===== src/design/atpsc_pkg.sv =====
// ----------------------------------------------------------------------------
// atpsc_pkg
// shared constants, codes and request types of the two-point sensor calibrator
// ----------------------------------------------------------------------------
package atpsc_pkg;

    localparam int NUM_SAMPLES = 10;
    localparam int ADC_BITS    = 10;
    localparam int TGT_W       = 8;
    localparam int FRAC_W      = 16;
    localparam int ICPT_FRAC_W = 8;
    localparam int SLOPE_W     = 26;
    localparam int ICPT_W      = 28;

    localparam int SUM_W  = $clog2(NUM_SAMPLES * (2 ** ADC_BITS - 1) + 1);
    localparam int CNT_W  = $clog2(NUM_SAMPLES + 1);
    // dividend holds |target delta| scaled by 2^16
    localparam int DIV_W  = TGT_W + FRAC_W;
    localparam int DVSR_W = ADC_BITS;
    localparam int DCNT_W = $clog2(DIV_W + 1);
    localparam int MAC_A_W = SLOPE_W + 1;
    localparam int MAC_W   = MAC_A_W + ADC_BITS + 1;

    // run average as sum * ceil(2^shift / NUM_SAMPLES) >> shift, exact over SUM_W bits
    localparam int AVG_SHIFT  = SUM_W + $clog2(NUM_SAMPLES);
    localparam int REC_W      = SUM_W + 1;
    localparam int AVG_PROD_W = SUM_W + REC_W;
    localparam logic [REC_W-1:0] AVG_RECIP =
        REC_W'((2 ** AVG_SHIFT + NUM_SAMPLES - 1) / NUM_SAMPLES);

    typedef enum logic [1:0] {
        FUNC_MEASURE = 2'd0,
        FUNC_LOW     = 2'd1,
        FUNC_HIGH    = 2'd2,
        FUNC_CAL     = 2'd3
    } t_func;

    typedef enum logic [2:0] {
        KIND_VALUE = 3'd0,
        KIND_LOW   = 3'd1,
        KIND_HIGH  = 3'd2,
        KIND_CAL   = 3'd3,
        KIND_FAIL  = 3'd4
    } t_kind;

    typedef struct packed {
        logic              start;
        logic [DIV_W-1:0]  dividend;
        logic [DVSR_W-1:0] divisor;
    } t_div_req;

    typedef struct packed {
        logic                      start;
        logic signed [MAC_A_W-1:0] a;
        logic [ADC_BITS-1:0]       b;
        logic signed [MAC_W-1:0]   c;
    } t_mac_req;

endpackage


===== src/design/atpsc_div.sv =====
// ----------------------------------------------------------------------------
// atpsc_div
// unsigned restoring divider, one quotient bit per cycle
// ----------------------------------------------------------------------------
module atpsc_div
    import atpsc_pkg::*;
(
    input  logic             i_clk,
    input  logic             i_rst_n,
    input  t_div_req         i_req,
    output logic             o_done,
    output logic [DIV_W-1:0] o_quotient
);

    logic              r_busy;
    logic              r_done;
    logic [DCNT_W-1:0] r_cnt;
    logic [DVSR_W-1:0] r_rem;
    logic [DIV_W-1:0]  r_quo;
    logic [DVSR_W-1:0] r_dvsr;

    logic [DVSR_W:0]   w_shift;
    logic [DVSR_W:0]   w_diff;

    assign w_shift = {r_rem, r_quo[DIV_W-1]};
    assign w_diff  = w_shift - {1'b0, r_dvsr};

    always_ff @(posedge i_clk) begin
        if (!i_rst_n) begin
            r_busy <= 1'b0;
            r_done <= 1'b0;
            r_cnt  <= '0;
        end else begin
            r_done <= 1'b0;
            if (i_req.start) begin
                r_busy <= 1'b1;
                r_cnt  <= '0;
                r_rem  <= '0;
                r_quo  <= i_req.dividend;
                r_dvsr <= i_req.divisor;
            end else if (r_busy) begin
                // remainder stays below the divisor, so it fits the divisor width
                if (!w_diff[DVSR_W]) begin
                    r_rem <= w_diff[DVSR_W-1:0];
                    r_quo <= {r_quo[DIV_W-2:0], 1'b1};
                end else begin
                    r_rem <= w_shift[DVSR_W-1:0];
                    r_quo <= {r_quo[DIV_W-2:0], 1'b0};
                end
                r_cnt <= r_cnt + 1'b1;
                if (r_cnt == DCNT_W'(DIV_W - 1)) begin
                    r_busy <= 1'b0;
                    r_done <= 1'b1;
                end
            end
        end
    end

    assign o_done     = r_done;
    assign o_quotient = r_quo;

    a_no_restart: assert property (@(posedge i_clk) disable iff (!i_rst_n)
        i_req.start |-> !r_busy)
        else $error("divider restarted while busy");

    a_done_after_busy: assert property (@(posedge i_clk) disable iff (!i_rst_n)
        r_done |-> $past(r_busy))
        else $error("divider done without a division in flight");

endmodule


===== src/design/atpsc_mac.sv =====
// ----------------------------------------------------------------------------
// atpsc_mac
// registered multiply-add: a * b + c, shared by measure and calibrate
// ----------------------------------------------------------------------------
module atpsc_mac
    import atpsc_pkg::*;
(
    input  logic                    i_clk,
    input  logic                    i_rst_n,
    input  t_mac_req                i_req,
    output logic                    o_done,
    output logic signed [MAC_W-1:0] o_result
);

    logic                    r_done;
    logic signed [MAC_W-1:0] r_acc;
    logic signed [MAC_W-1:0] w_prod;
    logic signed [MAC_W-1:0] w_sum;

    assign w_prod = i_req.a * $signed({1'b0, i_req.b});
    assign w_sum  = w_prod + i_req.c;

    always_ff @(posedge i_clk) begin
        if (!i_rst_n) begin
            r_done <= 1'b0;
        end else begin
            r_done <= i_req.start;
        end
        if (i_req.start) begin
            r_acc <= w_sum;
        end
    end

    assign o_done   = r_done;
    assign o_result = r_acc;

endmodule


===== src/design/averaged_two_point_sensor_calibrator_unit.sv =====
// ----------------------------------------------------------------------------
// averaged_two_point_sensor_calibrator_unit
// averages adc runs and maps them through a two-point linear calibration
// ----------------------------------------------------------------------------
// input channel: i_valid / o_stall carry func, sample and target. samples of
// func 0..2 accumulate into a run of NUM_SAMPLES items; a change of func
// restarts the run. an item that does not close a run is taken without a
// stall and gives no result. an item that closes a run, or a calibrate item,
// holds o_stall high until its result is in the output register; the states
// that it passes through before the next item can be taken:
//   measure run closed      S_AVG, S_MEAS (multiply-add), S_FINISH
//   low/high point closed   S_AVG, S_FINISH
//   calibrate               S_CAL_DIV, S_CAL_MAC, S_FINISH; equal points S_FINISH
// the run average is a reciprocal multiply; calibrate is set by the
// restoring divider (one quotient bit per cycle over DIV_W bits) plus one
// pass of the shared multiply-add. a stalled output register holds S_FINISH.
// output channel: o_valid / i_stall carry kind and value from an output
// register; while it is stalled the block keeps taking items, and a finished
// result waits in the sequencer until the register frees up.
// configuration: out_min at 0x0, out_max at 0x4, written by the user only
// while idle; the block does not enforce this. reset (synchronous, active low)
// empties the run, clears both points, sets gain 1, offset 0, limits 0 and 100.
// ----------------------------------------------------------------------------
module averaged_two_point_sensor_calibrator_unit
    import atpsc_pkg::*;
(
    input  logic                i_clk,
    input  logic                i_rst_n,
    // configuration
    input  logic                psel,
    input  logic                penable,
    input  logic                pwrite,
    input  logic [2:0]          paddr,
    input  logic [31:0]         pwdata,
    output logic [31:0]         prdata,
    output logic                pready,
    // input items
    input  logic                i_valid,
    output logic                o_stall,
    input  logic [1:0]          i_func,
    input  logic [ADC_BITS-1:0] i_sample,
    input  logic [TGT_W-1:0]    i_target,
    // result items
    output logic                o_valid,
    input  logic                i_stall,
    output logic [2:0]          o_kind,
    output logic [7:0]          o_value
);

    localparam logic REG_OUT_MIN = 1'b0;
    localparam logic REG_OUT_MAX = 1'b1;

    typedef enum logic [2:0] {
        S_IDLE,
        S_AVG,
        S_MEAS,
        S_CAL_DIV,
        S_CAL_MAC,
        S_FINISH
    } t_state;

    t_state r_state;

    logic [7:0]                r_out_min;
    logic [7:0]                r_out_max;
    logic [SUM_W-1:0]          r_sum;
    logic [CNT_W-1:0]          r_count;
    logic [SUM_W-1:0]          r_close_sum;
    t_func                     r_run_mode;
    logic [ADC_BITS-1:0]       r_low_meas;
    logic [ADC_BITS-1:0]       r_high_meas;
    logic [TGT_W-1:0]          r_low_ref;
    logic [TGT_W-1:0]          r_high_ref;
    logic signed [SLOPE_W-1:0] r_slope;
    logic signed [ICPT_W-1:0]  r_icpt;
    logic signed [SLOPE_W-1:0] r_gain;
    logic                      r_neg;
    t_func                     r_func;
    logic [TGT_W-1:0]          r_target;
    t_kind                     r_res_kind;
    logic [7:0]                r_res_value;
    logic                      r_out_valid;
    t_kind                     r_out_kind;
    logic [7:0]                r_out_value;
    t_div_req                  r_div;
    t_mac_req                  r_mac;

    logic                      w_div_done;
    logic [DIV_W-1:0]          w_quo;
    logic                      w_mac_done;
    logic signed [MAC_W-1:0]   w_mac_res;

    logic                      w_accept;
    logic                      w_cfg_wr;
    logic                      w_restart;
    logic                      w_div_start;
    logic                      w_mac_start;
    logic [SUM_W-1:0]          n_sum;
    logic [CNT_W-1:0]          n_count;
    logic [ADC_BITS:0]         w_dm;
    logic [TGT_W:0]            w_dt;
    logic [ADC_BITS-1:0]       w_dm_mag;
    logic [TGT_W-1:0]          w_dt_mag;
    logic [AVG_PROD_W-1:0]     w_avg_prod;
    logic [ADC_BITS-1:0]       w_avg;
    logic signed [SLOPE_W-1:0] w_gain;
    logic signed [MAC_W-1:0]   w_hi;
    logic signed [MAC_W-1:0]   w_lo;
    logic signed [MAC_W-1:0]   w_t_hi;
    logic signed [MAC_W-1:0]   w_t;
    logic                      w_out_free;

    atpsc_div u_div (
        .i_clk      (i_clk),
        .i_rst_n    (i_rst_n),
        .i_req      (r_div),
        .o_done     (w_div_done),
        .o_quotient (w_quo)
    );

    atpsc_mac u_mac (
        .i_clk    (i_clk),
        .i_rst_n  (i_rst_n),
        .i_req    (r_mac),
        .o_done   (w_mac_done),
        .o_result (w_mac_res)
    );

    // configuration port
    assign pready   = 1'b1;
    assign w_cfg_wr = psel && penable && pwrite;
    assign prdata   = (paddr[2] == REG_OUT_MAX) ? {24'd0, r_out_max} : {24'd0, r_out_min};

    assign o_stall    = (r_state != S_IDLE);
    assign w_accept   = i_valid && !o_stall;
    assign w_out_free = !r_out_valid || !i_stall;

    // run accumulation
    assign w_restart = (t_func'(i_func) != r_run_mode);
    assign n_sum     = (w_restart ? SUM_W'(0) : r_sum) + SUM_W'(i_sample);
    assign n_count   = (w_restart ? CNT_W'(0) : r_count) + 1'b1;

    // calibration deltas as sign and magnitude
    assign w_dm     = {1'b0, r_high_meas} - {1'b0, r_low_meas};
    assign w_dt     = {1'b0, r_high_ref} - {1'b0, r_low_ref};
    assign w_dm_mag = w_dm[ADC_BITS] ? ADC_BITS'(-w_dm) : w_dm[ADC_BITS-1:0];
    assign w_dt_mag = w_dt[TGT_W] ? TGT_W'(-w_dt) : w_dt[TGT_W-1:0];

    assign w_avg_prod = AVG_PROD_W'(r_close_sum) * AVG_PROD_W'(AVG_RECIP);
    assign w_avg      = w_avg_prod[AVG_SHIFT +: ADC_BITS];
    // quotient truncates toward zero: negate the magnitude quotient
    assign w_gain = r_neg ? -$signed(SLOPE_W'(w_quo)) : $signed(SLOPE_W'(w_quo));

    assign w_div_start = w_accept && (t_func'(i_func) == FUNC_CAL) && (w_dm != '0);
    assign w_mac_start = ((r_state == S_AVG) && (r_func == FUNC_MEASURE)) ||
                         ((r_state == S_CAL_DIV) && w_div_done);

    // clamp: upper limit first, lower limit last
    assign w_hi   = $signed({{(MAC_W - 8 - FRAC_W){1'b0}}, r_out_max, {FRAC_W{1'b0}}});
    assign w_lo   = $signed({{(MAC_W - 8 - FRAC_W){1'b0}}, r_out_min, {FRAC_W{1'b0}}});
    assign w_t_hi = (w_mac_res > w_hi) ? w_hi : w_mac_res;
    assign w_t    = (w_t_hi < w_lo) ? w_lo : w_t_hi;

    always_ff @(posedge i_clk) begin
        if (!i_rst_n) begin
            r_state     <= S_IDLE;
            r_out_min   <= 8'd0;
            r_out_max   <= 8'd100;
            r_sum       <= '0;
            r_count     <= '0;
            r_run_mode  <= FUNC_MEASURE;
            r_low_meas  <= '0;
            r_high_meas <= '0;
            r_low_ref   <= '0;
            r_high_ref  <= '0;
            r_slope     <= SLOPE_W'(1 << FRAC_W);
            r_icpt      <= '0;
            r_out_valid <= 1'b0;
            r_div.start <= 1'b0;
            r_mac.start <= 1'b0;
        end else begin
            r_div.start <= w_div_start;
            r_mac.start <= w_mac_start;

            if (w_cfg_wr) begin
                if (paddr[2] == REG_OUT_MIN) begin
                    r_out_min <= pwdata[7:0];
                end else begin
                    r_out_max <= pwdata[7:0];
                end
            end

            if (r_state == S_FINISH && w_out_free) begin
                r_out_valid <= 1'b1;
            end else if (r_out_valid && !i_stall) begin
                r_out_valid <= 1'b0;
            end

            unique case (r_state)
                S_IDLE: begin
                    if (w_accept) begin
                        r_target <= i_target;
                        r_func   <= t_func'(i_func);
                        if (t_func'(i_func) == FUNC_CAL) begin
                            r_sum   <= '0;
                            r_count <= '0;
                            if (w_dm == '0) begin
                                r_res_kind  <= KIND_FAIL;
                                r_res_value <= '0;
                                r_state     <= S_FINISH;
                            end else begin
                                r_neg          <= w_dm[ADC_BITS] ^ w_dt[TGT_W];
                                r_div.dividend <= DIV_W'({w_dt_mag, {FRAC_W{1'b0}}});
                                r_div.divisor  <= DVSR_W'(w_dm_mag);
                                r_state        <= S_CAL_DIV;
                            end
                        end else begin
                            r_run_mode <= t_func'(i_func);
                            if (n_count == CNT_W'(NUM_SAMPLES)) begin
                                r_sum       <= '0;
                                r_count     <= '0;
                                r_close_sum <= n_sum;
                                r_state     <= S_AVG;
                            end else begin
                                r_sum   <= n_sum;
                                r_count <= n_count;
                            end
                        end
                    end
                end
                S_AVG: begin
                    unique case (r_func)
                        FUNC_LOW: begin
                            r_low_meas  <= w_avg;
                            r_low_ref   <= r_target;
                            r_res_kind  <= KIND_LOW;
                            r_res_value <= '0;
                            r_state     <= S_FINISH;
                        end
                        FUNC_HIGH: begin
                            r_high_meas <= w_avg;
                            r_high_ref  <= r_target;
                            r_res_kind  <= KIND_HIGH;
                            r_res_value <= '0;
                            r_state     <= S_FINISH;
                        end
                        default: begin
                            // t = avg * slope + intercept * 2^8
                            r_mac.a <= MAC_A_W'(r_slope);
                            r_mac.b <= w_avg;
                            r_mac.c <= MAC_W'($signed({r_icpt, {ICPT_FRAC_W{1'b0}}}));
                            r_state <= S_MEAS;
                        end
                    endcase
                end
                S_MEAS: begin
                    if (w_mac_done) begin
                        r_res_kind  <= KIND_VALUE;
                        r_res_value <= w_t[FRAC_W+7:FRAC_W];
                        r_state     <= S_FINISH;
                    end
                end
                S_CAL_DIV: begin
                    if (w_div_done) begin
                        // offset = low_ref * 2^16 - gain * low_meas
                        r_gain  <= w_gain;
                        r_mac.a <= -MAC_A_W'(w_gain);
                        r_mac.b <= r_low_meas;
                        r_mac.c <= MAC_W'({r_low_ref, {FRAC_W{1'b0}}});
                        r_state <= S_CAL_MAC;
                    end
                end
                S_CAL_MAC: begin
                    if (w_mac_done) begin
                        // arithmetic shift gives the floor of the division by 2^8
                        r_slope     <= r_gain;
                        r_icpt      <= w_mac_res[ICPT_W+ICPT_FRAC_W-1:ICPT_FRAC_W];
                        r_res_kind  <= KIND_CAL;
                        r_res_value <= '0;
                        r_state     <= S_FINISH;
                    end
                end
                S_FINISH: begin
                    if (w_out_free) begin
                        r_out_kind  <= r_res_kind;
                        r_out_value <= r_res_value;
                        r_state     <= S_IDLE;
                    end
                end
                default: begin
                    r_state <= S_IDLE;
                end
            endcase
        end
    end

    assign o_valid = r_out_valid;
    assign o_kind  = r_out_kind;
    assign o_value = r_out_value;

    a_count_below_run: assert property (@(posedge i_clk) disable iff (!i_rst_n)
        r_count < CNT_W'(NUM_SAMPLES))
        else $error("run count reached the run length without closing the run");

    a_div_done_state: assert property (@(posedge i_clk) disable iff (!i_rst_n)
        w_div_done |-> (r_state == S_AVG || r_state == S_CAL_DIV))
        else $error("division finished outside a wait state");

    a_value_only_measure: assert property (@(posedge i_clk) disable iff (!i_rst_n)
        (r_out_valid && r_out_kind != KIND_VALUE) |-> (r_out_value == 8'd0))
        else $error("non-measure result carries a nonzero value");

endmodule


===== config.mk =====
export PLATFORM = sky130hd
export DESIGN_NAME = averaged_two_point_sensor_calibrator_unit
export DESIGN_NICKNAME = d
export VERILOG_FILES = /design/src/design/atpsc_pkg.sv /design/src/design/atpsc_div.sv /design/src/design/atpsc_mac.sv /design/src/design/averaged_two_point_sensor_calibrator_unit.sv
export SDC_FILE = /design/constraint.sdc
export NUM_CORES = 2
export LEC_CHECK = 0
export ABC_AREA = 0
export BUFFER_PORTS_ARGS = -buffer_cell sky130_fd_sc_hd__buf_2
export CAP_MARGIN = 20
export CORE_ASPECT_RATIO = 1.2
export CORE_UTILIZATION = 47
export DETAILED_ROUTE_END_ITERATION = 8
export PLACE_DENSITY = 0.74
export SETUP_SLACK_MARGIN = 0.2
export SLEW_MARGIN = 20
export SYNTH_ARGS = -nofsm -noshare
export SYNTH_HDL_FRONTEND = slang
export SYNTH_HIERARCHICAL = 1
export SYNTH_SLANG_ARGS = --single-unit

===== constraint.sdc =====
create_clock -name i_clk -period 5.55 [get_ports i_clk]
set_clock_uncertainty 0.05 [all_clocks]
set_input_delay 0.2775 -clock i_clk [delete_from_list [all_inputs] [get_ports i_clk]]
set_output_delay 0.2775 -clock i_clk [all_outputs]
set_load 0.01 [all_outputs]

Word level (Yosys, flattened, before mapping)
Index checks and enable logic that the tools add are counted.
W data, S select, Z words.
Storage, ports and cells
  register bits: 388
  word-level logic and storage cells: 176
  bits of input ports: 62
Operators by class
  eq/ne operators: 23
  bitwise logic cells: 6
  magnitude comparators: 2
  $add $sub $neg: 11
  multipliers: 2
  reduce and logical (&&, ||, !) cells: 45
  mux-type cells: 49
Operator list (count)
  $mux W75: 2
  $pmux W75 S2: 1
  $mux W24: 3
  $mux W8: 8
  $mux W14: 3
  $mux W3: 13
  $add A38 B38 Y38: 1
  $gt A38 B25 Y1: 1
  $lt A38 B25 Y1: 1
  $mul A27 B11 Y38: 1
  $mux W38: 1
  $pmux W8 S4: 1
  $mux W10: 3
  $mul A14 B15 Y28 const B: 1
  $neg A26 Y27: 1
  $mux W26: 1
  $neg A24 Y26: 1
  $reduce_and A2 Y1: 8
  $reduce_and A8 Y1: 2
  $pmux W3 S5: 1
  $reduce_and A5 Y1: 3
  $add A14 B10 Y14: 1
  $mux W4: 3
  $ne A2 B2 Y1 const B: 6
  other kinds (37): 71

Logic depth before layout (Yosys ltp)
  depth in word-level cells: 8
  mapped depth: 23
  gate-level depth less buffers: 21

Cells and area by module
Netlist, hierarchy kept.
By module, submodules not included
  averaged_two_point_sensor_calibrator_unit: instances 1, cells each 1830, area an instance 17742.0 um^2
  atpsc_mac: instances 1, cells each 1337, area an instance 12014.0 um^2
  atpsc_div: instances 1, cells each 200, area an instance 2625.0 um^2

Least setup slack after synthesis
Ideal clock, no wire load.
  path type: register to register
  from: register r_close_sum[11]
  to: register r_mac[42] in the netlist's numbering, data pin
  arrival time: 5494 ps
  stages on the path, launching flop included: 19
  period minus slack after synthesis: 5811 ps
  library setup time: 268 ps
  setup slack: -261 ps
  path through: edfxtp_1 > fa_1 > inv_1 > fa_1 > fa_1 > fa_1 > inv_1 > fa_1 > inv_1 > fa_1 > inv_1 > ha_1 > a21o_1 > a2111oi_0 > o21ai_0 > a31o_2 > a21oi_1 > xor2_1 > o21ai_0
Between the ends
  cells in the longest elaborated chain, start to end: 3
Ends and longest elaborated chain
  start: declaration: line averaged_two_point_sensor_calibrator_unit.sv:68  | logic [SUM_W-1:0] r_close_sum;
  start signal: assignment: line averaged_two_point_sensor_calibrator_unit.sv:222  | r_close_sum <= n_sum;
  $mul A14 B15 Y28: line averaged_two_point_sensor_calibrator_unit.sv:149  | assign w_avg_prod = AVG_PROD_W'(r_close_sum) * AVG_PROD_W'(AVG_RECIP);
  $mux W75: line averaged_two_point_sensor_calibrator_unit.sv:232  | unique case (r_func)
  $pmux W75 S2: line averaged_two_point_sensor_calibrator_unit.sv:199  | unique case (r_state)
  end: declaration: line averaged_two_point_sensor_calibrator_unit.sv:86  | t_mac_req r_mac;
No other way between the ends. The select of a mux whose other input is x is not followed.
A chain may end at the register's enable or synchronous reset.

Worst setup path after layout
  from: register r_mac[45] in the netlist's numbering
  to: register u_mac.r_acc[37] (netlist: u_mac/o_result[37]), data pin
Between the ends
  cells in the longest elaborated chain, start to end: 2
Ends and longest elaborated chain
  $mul A27 B11 Y38: line atpsc_mac.sv:20  | assign w_prod = i_req.a * $signed({1'b0, i_req.b});
  $add A38 B38 Y38: line atpsc_mac.sv:21  | assign w_sum = w_prod + i_req.c;
  via u_mac.w_sum[37]: line atpsc_mac.sv:18  | logic signed [MAC_W-1:0] w_sum;
  end signal: assignment: line atpsc_mac.sv:30  | r_acc <= w_sum;
  end: declaration: line atpsc_mac.sv:16  | logic signed [MAC_W-1:0] r_acc;
The timed path passes the listed nets, and every way through them passes these cells.

==> run_results.csv <==
group,metric,value,unit
status,status,"finished with violations",
status,violations,"negative setup slack",
critical_path,r2r_slack,-0.09,ns
floorplan,dieArea,70000,sq um
critical_path,cp.required,5.82,ns
synth,ys_ff_latch,378,
critical_path,crit_fanout,6,
pwr,irDropWorstVdd,0.770,mV
critical_path,critPathSlowestCell,"fa_1",
sta,fin_crit,5.64,ns
drt,drt_iter0_markers,1299,
drt,avgViaCountPerCell,5.27,
grt,antenna_found_initial,0,
drt,dr.pass1.iters,5,
sta,rsz0062_at_grt,"yes",
sta,timing.hold.ws,0.0562,ns
sta,slew_headroom,30.4,%
final_layout,layout_commonest_cell,"inv_1",
place,port_buffers,56,
drt,ant_nets,0,
grt,grt_pass1_wl,127,mm
critical_path,crit_chain,"buf_6, buf_16, and2_4, fa_1, inv_2, fa_1, inv_1, fa_2, fa_1, inv_1, fa_1, inv_2, ha_4, a211o_1, o211ai_1, a21oi_2, a2111oi_4, or2_4, a2111o_1, a41o_1, xnor2_1",
synth,synth_area,32400,sq um
clock_tree,root_buffer,"clkbuf_16",
clock_tree,cts_tree,"built",
critical_path,crit_arrival,5.91,ns
final_layout,layout.nets,4221,
run,maxCapViolations,0,
clock_tree,clk_pin_slew,0.06,ns
pwr,power_leakage,16.4,nW
grt,grt_max_degree,79,
grt,grt_pass1_vias,25100,
pwr,switching_share,42.8,%
pwr,combPwrFrac,70.8,%
floorplan,die_x,242,um
pwr,p_per_area,610,nW/um^2
drt,wl_per_cell,17.1,um
pwr,seq_power_share,17.1,%
drt,drc,0,
synth,ys.flop_type,"edfxtp_1",
synth,yosysSeqAreaShare,30.7,%
sta,hold_violations,0,
final_layout,area_delta_synth_final,15.9,%
grt,overflow,0,
final_layout,n_antenna_cell,0,
final_layout,stdcell_count,4523,
place,placed_cells,4382,
drt,drt_wl_total,77.3,mm
critical_path,crit_top_cell,"fa_1",
pwr,clkPwrFrac,12.1,%
critical_path,cp.depth,21,
synth,yosysWarnings,6,
final_layout,mostFrequentLayoutCells,"inv_1, nand2_1, fa_1",
critical_path,end_kind,"flop",
clock_tree,htree_levels,2,
clock_tree,cts.sinks,378,
place,dp_hpwl,57.6,mm
final_layout,final_layout_size_suffix_gt1_share,16.2,%
pwr,totalPowerFinal,22.9,mW
floorplan,core,68300,sq um
synth,synthArstFlopShare,0,%
critical_path,cpPeakStageDelay,0.53,ns
synth,syn_area_per_cell,9.62,sq um
place,placed_area,34700,sq um
synth,yosysUniqueCellTypes,97,
critical_path,crit_path_start_kind,"flop",
grt,grt_use_total,22.5,%
final_layout,final_area,37500,sq um
clock_tree,clk_path_buf_depth,3,
clock_tree,clock_latency,0.58,ns
sta,setup_viol,14,
sta,slew_viol_final,0,
critical_path,critPathBufInv,6,
floorplan,fp.dieH,290,um
place,routabilityCongestion,0.905,
min_path,hold_path.class,"in2reg",
sta,min_period_over_period,102,%
clock_tree,cts_inserted_buffers,41,
floorplan,ios,108,
sta,worstMarginPinSlew,1.03,ns
synth,synth_edf_count,238,
pwr,p_switching,9.79,mW
floorplan,num_rows,105,
sta,fmax,177,MHz
critical_path,path_delay_family,"adder cells",
critical_path,crit_type,"reg2reg",
sta,layout_setup_ws,-0.0914,ns
min_path,whs_path_depth,2,
place,dp_slack,-0.243,ns
drt,vias,23900,
floorplan,start_util,47.4,%
synth,postSynthCellCount,3367,
critical_path,reg2regPathDepth,21,
pwr,p_int,13.1,mW
## cells in the mapped netlist (9+ instances only)
cell type | instances | area, sq um
o21bai_1 | 14 | 105
a211oi_1 | 14 | 105
edfxtp_1 | 238 | 7150
a31oi_1 | 13 | 81.3
or3_1 | 13 | 81.3
buf_4 | 26 | 195
fa_1 | 334 | 6690
a21boi_0 | 103 | 773
and2_1 | 117 | 732
o31ai_1 | 14 | 105
inv_1 | 597 | 2240
xor2_1 | 47 | 412
ha_1 | 244 | 3050
nor2b_1 | 18 | 113
nand3_1 | 57 | 285
a21o_1 | 33 | 248
nand2_1 | 524 | 1970
nor2_1 | 86 | 323
o211ai_1 | 12 | 90.1
nor3_1 | 34 | 170
a21oi_1 | 94 | 470
o21ai_1 | 12 | 60.1
mux2_2 | 34 | 383
o21a_1 | 17 | 128
nand2b_1 | 9 | 56.3
and3_1 | 25 | 156
dfxtp_1 | 140 | 2800
nand4_1 | 17 | 106
or4_1 | 14 | 105
o21ai_0 | 91 | 455
xnor2_1 | 101 | 885
clkbuf_1 | 124 | 465
nor3b_1 | 11 | 82.6
## cell families after synthesis
| group | Yosys count | share of synthesized area (%) |
|---|---|---|
| compound gates | 495 | 10.6 |
| xor+xnor | 148 | 4.00 |
| fa+ha+maj | 578 | 30.1 |
| buf+inv | 764 | 9.34 |
| flops | 378 | 30.7 |
| mux | 37 | 1.28 |
| other cells | 2 | 0.0232 |
| simple gates | 965 | 13.9 |
## final timing paths
kind               startpoint                 end
setup / recovery    r_mac[45]  u_mac/o_result[37]
hold / removal    i_sample[1]      r_close_sum[1]
hold reg to reg      r_div[1]     u_div/r_dvsr[1]
setup reg to reg    r_mac[45]  u_mac/o_result[37]
## area by class of cell
cell class | count | area (sq um)
well taps | 909 | 1140
inverters | 598 | 2240
flip-flops and latches | 378 | 9950
multi-input cells | 2272 | 20500
clock buffers | 52 | 1110
clock inverters | 24 | 246
repair buffers | 290 | 2370
fillers | 5835 | 30800
## sequential cells by signal, indices dropped and copies added (netlist names), 14 cells and up
| name | count |
|---|---|
| r_icpt | 28 |
| r_slope | 26 |
| r_gain | 26 |
| u_div/o_quotient | 24 |
| r_div | 19 |
| r_close_sum | 14 |
| u_mac/o_result | 38 |
| r_mac | 66 |
| r_sum | 14 |
## power groups by stage
stage	clock network, mW	logic [mW]	registers (mW)
3_5_place_dp	0	13.3	3.97
2_1_floorplan	0	9.19	3.88
3_3_place_gp	0	13.1	3.97
6_report	2.78	16.2	3.91
5_1_grt	2.92	17.9	3.93
4_1_cts	2.83	15.1	3.91
## through the flow
step	util (%)	TNS (ns)
6_report	54.9	-0.550
4_1_cts	54.3	-1.70
5_1_grt	54.9	-4.92
3_5_place_dp	50.8	-1.84
3_3_place_gp	50.8	-1.14
2_1_floorplan	-	0
## repair_timing
action                                 in CTS  in global routing
cloned                                      3                  0
buffers inserted                           30                 13
setup endpoints to repair                  48                 55
hold buffers                               19                  0
pin swaps                                  78                 95
endpoints found under the hold margin      29                  0
resized for setup                         132                 89
## routing by layer
| layer | share of wire [%] | vias up | track usage (%) |
|---|---|---|---|
| li1 | - | 11200 | - |
| met1 | 39 | 11800 | 26.0 |
| met2 | 52 | 592 | 41.6 |
| met3 | 4.6 | 209 | 2.82 |
| met4 | 4.7 | 0 | 10.2 |
| met5 | 0 | - | 0 |
Note: power is estimated with default switching activity, not from simulation.
